==> src/rtl/srfp_pkg.sv <==
// Shared types and constants for the sonar reply frame parser.
`timescale 1ns / 1ps

package srfp_pkg;

   localparam int MAX_FRAME_BYTES_DEF = 512;
   localparam int POS_W = 10;
   localparam int LEN_W = 17;
   localparam int BIN_W = 9;

   localparam logic [7:0] HDR_BYTE = 8'h40;
   localparam logic [7:0] TERM_BYTE = 8'h0a;
   localparam logic [POS_W-1:0] FIRST_BIN_POS = 10'd44;
   localparam logic [LEN_W-1:0] LEN_OVERHEAD = 17'd6;
   localparam logic [BIN_W-1:0] BIN_SAT = 9'd511;

   localparam logic [POS_W-1:0] POS_LEN_LO = 10'd5;
   localparam logic [POS_W-1:0] POS_LEN_HI = 10'd6;
   localparam logic [POS_W-1:0] POS_SRC = 10'd7;
   localparam logic [POS_W-1:0] POS_DST = 10'd8;
   localparam logic [POS_W-1:0] POS_COUNT = 10'd9;
   localparam logic [POS_W-1:0] POS_CODE = 10'd10;
   localparam logic [POS_W-1:0] POS_BEAR_LO = 10'd40;
   localparam logic [POS_W-1:0] POS_BEAR_HI = 10'd41;

   localparam logic [1:0] STATUS_GOOD = 2'd0;
   localparam logic [1:0] STATUS_BAD_TERM = 2'd1;
   localparam logic [1:0] STATUS_OVERSIZE = 2'd2;

   localparam logic CSR_HIT_THRESHOLD = 1'b0;
   localparam logic CSR_HEAD_DATA_CODE = 1'b1;

   typedef struct packed {
      logic [1:0]       frame_status;
      logic [7:0]       message_code;
      logic [7:0]       source_node;
      logic [7:0]       dest_node;
      logic [7:0]       msg_byte_count;
      logic             is_head_data;
      logic [15:0]      head_bearing;
      logic             hit_found;
      logic [BIN_W-1:0] first_hit_bin;
      logic [BIN_W-1:0] bin_total;
   } result_type;

endpackage

==> src/rtl/srfp_frame_core.sv <==
// Frame tracking state and per-byte decode logic of the reply parser.
`timescale 1ns / 1ps

module srfp_frame_core import srfp_pkg::*; #(
   parameter int MAX_FRAME_BYTES = MAX_FRAME_BYTES_DEF
) (
   input  logic       clock,
   input  logic       reset,
   input  logic       step,
   input  logic [7:0] rx_byte,
   input  logic [7:0] hit_threshold,
   input  logic [7:0] head_data_code,
   output logic       result_valid,
   output result_type result
);

   localparam logic [LEN_W-1:0] MAX_LEN = LEN_W'(MAX_FRAME_BYTES);

   logic             in_frame_ff, in_frame_in;
   logic [POS_W-1:0] pos_ff, pos_in;
   logic [LEN_W-1:0] exp_len_ff, exp_len_in;
   logic [7:0]       len_low_ff, len_low_in;
   logic [7:0]       src_ff, src_in;
   logic [7:0]       dst_ff, dst_in;
   logic [7:0]       count_ff, count_in;
   logic [7:0]       code_ff, code_in;
   logic [15:0]      bearing_ff, bearing_in;
   logic             hit_ff, hit_in;
   logic [BIN_W-1:0] hit_idx_ff, hit_idx_in;

   logic [POS_W-1:0] pos_next;
   logic [LEN_W-1:0] exp_cur;
   logic [POS_W-1:0] bin_off;
   logic [BIN_W-1:0] bin_sat;
   logic             good;
   logic             head;

   always_comb begin
      pos_next = pos_ff + 1'b1;
      exp_cur = (pos_next == POS_LEN_HI) ? ({1'b0, rx_byte, len_low_ff} + LEN_OVERHEAD)
                                         : exp_len_ff;
      bin_off = pos_next - FIRST_BIN_POS;
      bin_sat = (bin_off > POS_W'(BIN_SAT)) ? BIN_SAT : bin_off[BIN_W-1:0];
      good = (rx_byte == TERM_BYTE);
      head = good && (code_ff == head_data_code);

      in_frame_in = in_frame_ff;
      pos_in = pos_ff;
      exp_len_in = exp_len_ff;
      len_low_in = len_low_ff;
      src_in = src_ff;
      dst_in = dst_ff;
      count_in = count_ff;
      code_in = code_ff;
      bearing_in = bearing_ff;
      hit_in = hit_ff;
      hit_idx_in = hit_idx_ff;
      result_valid = 1'b0;
      result = '0;

      if (!in_frame_ff) begin
         if (rx_byte == HDR_BYTE) begin
            in_frame_in = 1'b1;
            pos_in = '0;
            exp_len_in = '0;
            len_low_in = '0;
            src_in = '0;
            dst_in = '0;
            count_in = '0;
            code_in = '0;
            bearing_in = '0;
            hit_in = 1'b0;
            hit_idx_in = '0;
         end
      end else begin
         pos_in = pos_next;
         exp_len_in = exp_cur;
         if (pos_next == POS_LEN_LO) begin
            len_low_in = rx_byte;
         end
         if ((pos_next == POS_LEN_HI) && (exp_cur > MAX_LEN)) begin
            result_valid = 1'b1;
            result.frame_status = STATUS_OVERSIZE;
            in_frame_in = 1'b0;
         end else if ((pos_next >= POS_LEN_HI) &&
                      ((LEN_W'(pos_next) + 1'b1) >= exp_cur)) begin
            result_valid = 1'b1;
            in_frame_in = 1'b0;
            result.frame_status = good ? STATUS_GOOD : STATUS_BAD_TERM;
            result.message_code = code_ff;
            result.source_node = src_ff;
            result.dest_node = dst_ff;
            result.msg_byte_count = count_ff;
            result.is_head_data = head;
            if (head) begin
               result.head_bearing = bearing_ff;
               result.hit_found = hit_ff;
               result.first_hit_bin = hit_ff ? hit_idx_ff : '0;
               result.bin_total = (pos_next > FIRST_BIN_POS) ? bin_sat : '0;
            end
         end else begin
            case (pos_next)
               POS_SRC:     src_in = rx_byte;
               POS_DST:     dst_in = rx_byte;
               POS_COUNT:   count_in = rx_byte;
               POS_CODE:    code_in = rx_byte;
               POS_BEAR_LO: bearing_in = {bearing_ff[15:8], rx_byte};
               POS_BEAR_HI: bearing_in = {rx_byte, bearing_ff[7:0]};
               default:     ;
            endcase
            if ((pos_next >= FIRST_BIN_POS) && !hit_ff && (rx_byte >= hit_threshold)) begin
               hit_in = 1'b1;
               hit_idx_in = bin_sat;
            end
         end
      end
   end

   always_ff @(posedge clock) begin
      if (reset) begin
         in_frame_ff <= 1'b0;
         pos_ff <= '0;
         exp_len_ff <= '0;
         len_low_ff <= '0;
         src_ff <= '0;
         dst_ff <= '0;
         count_ff <= '0;
         code_ff <= '0;
         bearing_ff <= '0;
         hit_ff <= 1'b0;
         hit_idx_ff <= '0;
      end else if (step) begin
         in_frame_ff <= in_frame_in;
         pos_ff <= pos_in;
         exp_len_ff <= exp_len_in;
         len_low_ff <= len_low_in;
         src_ff <= src_in;
         dst_ff <= dst_in;
         count_ff <= count_in;
         code_ff <= code_in;
         bearing_ff <= bearing_in;
         hit_ff <= hit_in;
         hit_idx_ff <= hit_idx_in;
      end
   end

endmodule

==> src/rtl/sonar_reply_frame_parser.sv <==
// A frame's last accepted byte is held in the input register before its result is registered.
// Throughput: one byte per cycle while no held result sees rsp_stall, set by the combinational
// decode between the registers; a held result does not block the input register until it is full.
// Reset is synchronous and active high; it clears the frame state, the valid flags of both
// registers and the configuration (hit threshold 0, head-data code 2).
`timescale 1ns / 1ps

module sonar_reply_frame_parser import srfp_pkg::*; #(
   parameter int MAX_FRAME_BYTES = MAX_FRAME_BYTES_DEF
) (
   input  logic             clock,
   input  logic             reset,
   input  logic             req_valid,
   output logic             req_stall,
   input  logic [7:0]       req_rx_byte,
   output logic             rsp_valid,
   input  logic             rsp_stall,
   output logic [1:0]       rsp_frame_status,
   output logic [7:0]       rsp_message_code,
   output logic [7:0]       rsp_source_node,
   output logic [7:0]       rsp_dest_node,
   output logic [7:0]       rsp_msg_byte_count,
   output logic             rsp_is_head_data,
   output logic [15:0]      rsp_head_bearing,
   output logic             rsp_hit_found,
   output logic [BIN_W-1:0] rsp_first_hit_bin,
   output logic [BIN_W-1:0] rsp_bin_total,
   input  logic             csr_wr_en,
   input  logic             csr_index,
   input  logic [7:0]       csr_wdata
);

   logic       in_valid_ff, in_valid_in;
   logic [7:0] in_byte_ff, in_byte_in;
   logic       out_valid_ff, out_valid_in;
   result_type out_ff, out_in;
   logic [7:0] thr_ff, thr_in;
   logic [7:0] code_ff, code_in;

   logic       advance;
   logic       accept;
   logic       core_valid;
   result_type core_result;

   srfp_frame_core #(
      .MAX_FRAME_BYTES(MAX_FRAME_BYTES)
   ) u_core (
      .clock         (clock),
      .reset         (reset),
      .step          (advance),
      .rx_byte       (in_byte_ff),
      .hit_threshold (thr_ff),
      .head_data_code(code_ff),
      .result_valid  (core_valid),
      .result        (core_result)
   );

   always_comb begin
      advance = in_valid_ff && (!out_valid_ff || !rsp_stall);
      req_stall = in_valid_ff && !advance;
      accept = req_valid && !req_stall;

      in_valid_in = accept ? 1'b1 : (advance ? 1'b0 : in_valid_ff);
      in_byte_in = accept ? req_rx_byte : in_byte_ff;

      out_valid_in = out_valid_ff;
      out_in = out_ff;
      if (out_valid_ff && !rsp_stall) begin
         out_valid_in = 1'b0;
      end
      if (advance && core_valid) begin
         out_valid_in = 1'b1;
         out_in = core_result;
      end

      thr_in = thr_ff;
      code_in = code_ff;
      if (csr_wr_en) begin
         case (csr_index)
            CSR_HIT_THRESHOLD:  thr_in = csr_wdata;
            CSR_HEAD_DATA_CODE: code_in = csr_wdata;
            default:            ;
         endcase
      end
   end

   always_ff @(posedge clock) begin
      if (reset) begin
         in_valid_ff <= 1'b0;
         out_valid_ff <= 1'b0;
         thr_ff <= 8'd0;
         code_ff <= 8'd2;
      end else begin
         in_valid_ff <= in_valid_in;
         out_valid_ff <= out_valid_in;
         thr_ff <= thr_in;
         code_ff <= code_in;
      end
   end

   always_ff @(posedge clock) begin
      in_byte_ff <= in_byte_in;
      out_ff <= out_in;
   end

   assign rsp_valid = out_valid_ff;
   assign rsp_frame_status = out_ff.frame_status;
   assign rsp_message_code = out_ff.message_code;
   assign rsp_source_node = out_ff.source_node;
   assign rsp_dest_node = out_ff.dest_node;
   assign rsp_msg_byte_count = out_ff.msg_byte_count;
   assign rsp_is_head_data = out_ff.is_head_data;
   assign rsp_head_bearing = out_ff.head_bearing;
   assign rsp_hit_found = out_ff.hit_found;
   assign rsp_first_hit_bin = out_ff.first_hit_bin;
   assign rsp_bin_total = out_ff.bin_total;

endmodule

==> config.mk <==
export PLATFORM = sky130hd
export DESIGN_NAME = sonar_reply_frame_parser
export DESIGN_NICKNAME = d
export VERILOG_FILES = /design/src/rtl/srfp_pkg.sv /design/src/rtl/srfp_frame_core.sv /design/src/rtl/sonar_reply_frame_parser.sv
export SDC_FILE = /design/constraint.sdc
export NUM_CORES = 1
export LEC_CHECK = 0
export ABC_CLOCK_PERIOD_IN_PS = 8000
export BUFFER_PORTS_ARGS = -buffer_cell sky130_fd_sc_hd__buf_4
export CAP_MARGIN = 15
export CORE_MARGIN = 2
export CORE_UTILIZATION = 53
export DETAILED_ROUTE_END_ITERATION = 12
export GPL_ROUTABILITY_DRIVEN = 0
export GPL_TIMING_DRIVEN = 0
export PLACE_DENSITY_LB_ADDON = 0.25
export REMOVE_ABC_BUFFERS = 1
export SYNTH_ARGS = -nofsm -noshare
export SYNTH_HDL_FRONTEND = slang
export SYNTH_HIERARCHICAL = 1
export SYNTH_SLANG_ARGS = --single-unit
export TNS_END_PERCENT = 5
==> constraint.sdc <==
create_clock -name clock -period 8 [get_ports clock]
set_input_delay 1.6 -clock clock [delete_from_list [all_inputs] [get_ports clock]]
set_output_delay 1.6 -clock clock [all_outputs]
set_load 0.01 [all_outputs]
==> flow_summary.ini <==
[cts]
cts_hold_buf = 0
cts_sinks = 190
cts_setup_buffers = 0
clockBufferDepth = 2
cts-root-buf = clkbuf_16
clk_latency_ns = 0.44
post_cts_resized = 0
cts_tree = built
numCtsBuffers = 17
cts.clk_slew.worst_paths_ns = 0.07
htreeDepth = 4

[finish]
n_antenna_cell = 0
stdcell_count = 1186
area_growth_pct = 17.0
fin_area_um2 = 10500
finalNetCount = 1003
drive_above_1_share = 0.163

[worst_setup_path]
worstSetupPathType = reg2reg
crit_fanout = 26
end_kind = flop
cp_data_required_time_ns = 8.15
critPathArrivalTime_ns = 6.17
startpoint_type = flop

[placed_design]
hpwlAfterDp_um = 13300
dp.cells = 1152
place.port_buffers = 93
dpl_cell_area_um2 = 9870

[sta]
worstMarginPinSlew_ns = 1.10
finClkSkew_ns = 0.0120
max_freq_mhz = 166
fin_setup_tns_ns = 0
final_max_slew_viol_count = 0
report.final.hold_viol_count = 0
period_minus_slack_ns = 6.02
post-route-period-util = 0.752
relSlewSlack = 0.268
final-setup-viol-count = 0
rsz0062_at_grt = no

[drt]
drt-initial-drc-count = 504
vias_per_cell = 5.49
drc = 0
detail_route.wl_per_cell_um = 16.2
drt_pre_antenna_iters = 4
antenna_left = 0
vias = 6506
routed_wl_um = 19200

[hold_path]
hp-class = reg2reg

[global_route]
antenna_found_initial = 0
grt_pass1_wl_um = 30600
grt_pass1_vias = 5916
track_usage = 0.216
grt_start_max_net_pins = 73
grt-ovfl-total = 0

[yosys]
yosys_warnings = 6
synth_top_flop_cell = dfxtp_1
syn_area_um2 = 8980
syn_avg_cell_area_um2 = 10.2
ys_ff_latch = 190
yosysSeqAreaShare = 0.511
yosysTopAreaCellShare = 0.261
synth_top_cell_by_area = edfxtp_1
ys_top_cells_by_area = edfxtp_1 (26%), dfxtp_1 (25%), mux2i_1 (6.2%), and2_1 (4.6%), ha_1 (3.9%)
netlist_top_cells_count = dfxtp_1 (112), nand2_1 (82), edfxtp_1 (78)
synth_most_common_cell = dfxtp_1
async_reset_ff_frac = 0
syn_inst = 884
synth_edf_count = 78
yosysUniqueCellTypes = 66

[power]
cellPowerDensity_nw_per_um2 = 183
irDropWorstVdd_mv = 0.170
power.leakage_uw = 0.00404

[floorplan]
io_pins = 94
fp.dieArea_um2 = 18000
dieWidth_um = 134
core_area_um2 = 16600
rows = 47
initial_core_util = 0.541
die_h_um = 134

[flow_run]
cap_viol_max_count = 0

[outcome]
outcome = finished clean
[per-layer routing]
layer,vias to the layer above,wire [um],global-route usage
li1,3271,-,-
met1,3033,9110,0.305
met2,177,8890,0.339
met3,25,833,0.0397
met4,0,336,0.0690
met5,-,0,0
[kinds of logic after synthesis]
family                   Yosys count  synth area share
flip-flops                       190             0.511
buffers and inverters             72            0.0333
AND/OR/NAND/NOR                  368             0.215
XOR/XNOR                          44            0.0438
adder cells (fa/ha/maj)           28            0.0390
multiplexers                      61            0.0700
AO/OA/AOI/OAI                    121            0.0885
[worst max-delay path, cell delays in order (launching register included)]
cell and delay, ns:
dfxtp_1 0.56, ha_1 0.35, nand3_1 0.20, o31ai_1 0.61, nand4b_2 0.78, mux2_2 0.55, ha_1 0.28, nand4_1 0.07
nor3_1 0.21, a211oi_1 0.08, o211ai_1 0.13, o211ai_1 0.30, nor2_2 0.38, or2_2 0.19, nand2_1 0.09, a21oi_4 0.35
buf_16 0.23, buf_16 0.18, buf_16 0.17
[final timing paths]
check,slack [ns],end,cells past startpoint,from
hold / removal,0.46,u_core/hit_idx_ff[5],1,u_core/hit_idx_ff[5]
setup reg to reg,1.98,rsp_head_bearing[9],18,u_core/pos_ff[0]
setup / recovery,1.98,rsp_head_bearing[9],18,u_core/pos_ff[0]
hold reg to reg,0.46,u_core/hit_idx_ff[5],1,u_core/hit_idx_ff[5]
[layout make-up]
type / count / area, um^2
Multi-Input combinational cell: 622 / 4110
Tap cell: 220 / 275
Sequential cell: 190 / 4580
Fill cell: 1363 / 6080
Clock buffer: 17 / 425
Clock inverter: 15 / 184
Timing Repair Buffer: 101 / 846
Inverter: 21 / 78.8
[stage by stage]
stage / util / hold slack, ns / setup WS, ns / total power, uW
after floorplan: - / 0.424 / 0.444 / 1070
after global placement: 0.587 / 0.439 / -1.95 / 1090
after detailed placement: 0.595 / 0.443 / 2.02 / 1090
after CTS: 0.632 / 0.459 / 1.98 / 1930
after global routing: 0.634 / 0.482 / 1.48 / 1980
final: 0.634 / 0.455 / 1.98 / 1920
[where the power goes]
group          switching (uW)  internal (uW)
clock network             424            427
registers                9.32           1010
logic                    29.5           22.9
[placed cells by master, fill, tap and decap left out, types with 16 or more instances in the layout]
cell       Yosys  final
inv_1         20     20
and2_1        66     66
xnor2_1       23     23
ha_1          28     28
nand2b_1      25     25
nand3_1       44     44
mux2i_1       56     56
and3_1        16     16
buf_4          1     94
xor2_1        20     20
nand2_1       82     82
o21ai_0       28     28
nor2_1        68     68
dfxtp_1      112    112
a21oi_1       33     32
clkbuf_16      0     17
edfxtp_1      78     78
[state kept, by name, summed over array words and instances (netlist names), 9 cells and up]
| signal | cells |
|---|---|
| u_core/exp_len_ff | 17 |
| rsp_head_bearing | 16 |
| u_core/bearing_ff | 16 |
| u_core/pos_ff | 10 |
| rsp_bin_total | 9 |
| rsp_first_hit_bin | 9 |
| u_core/hit_idx_ff | 9 |
Note: power is estimated with default switching activity, not from simulation.
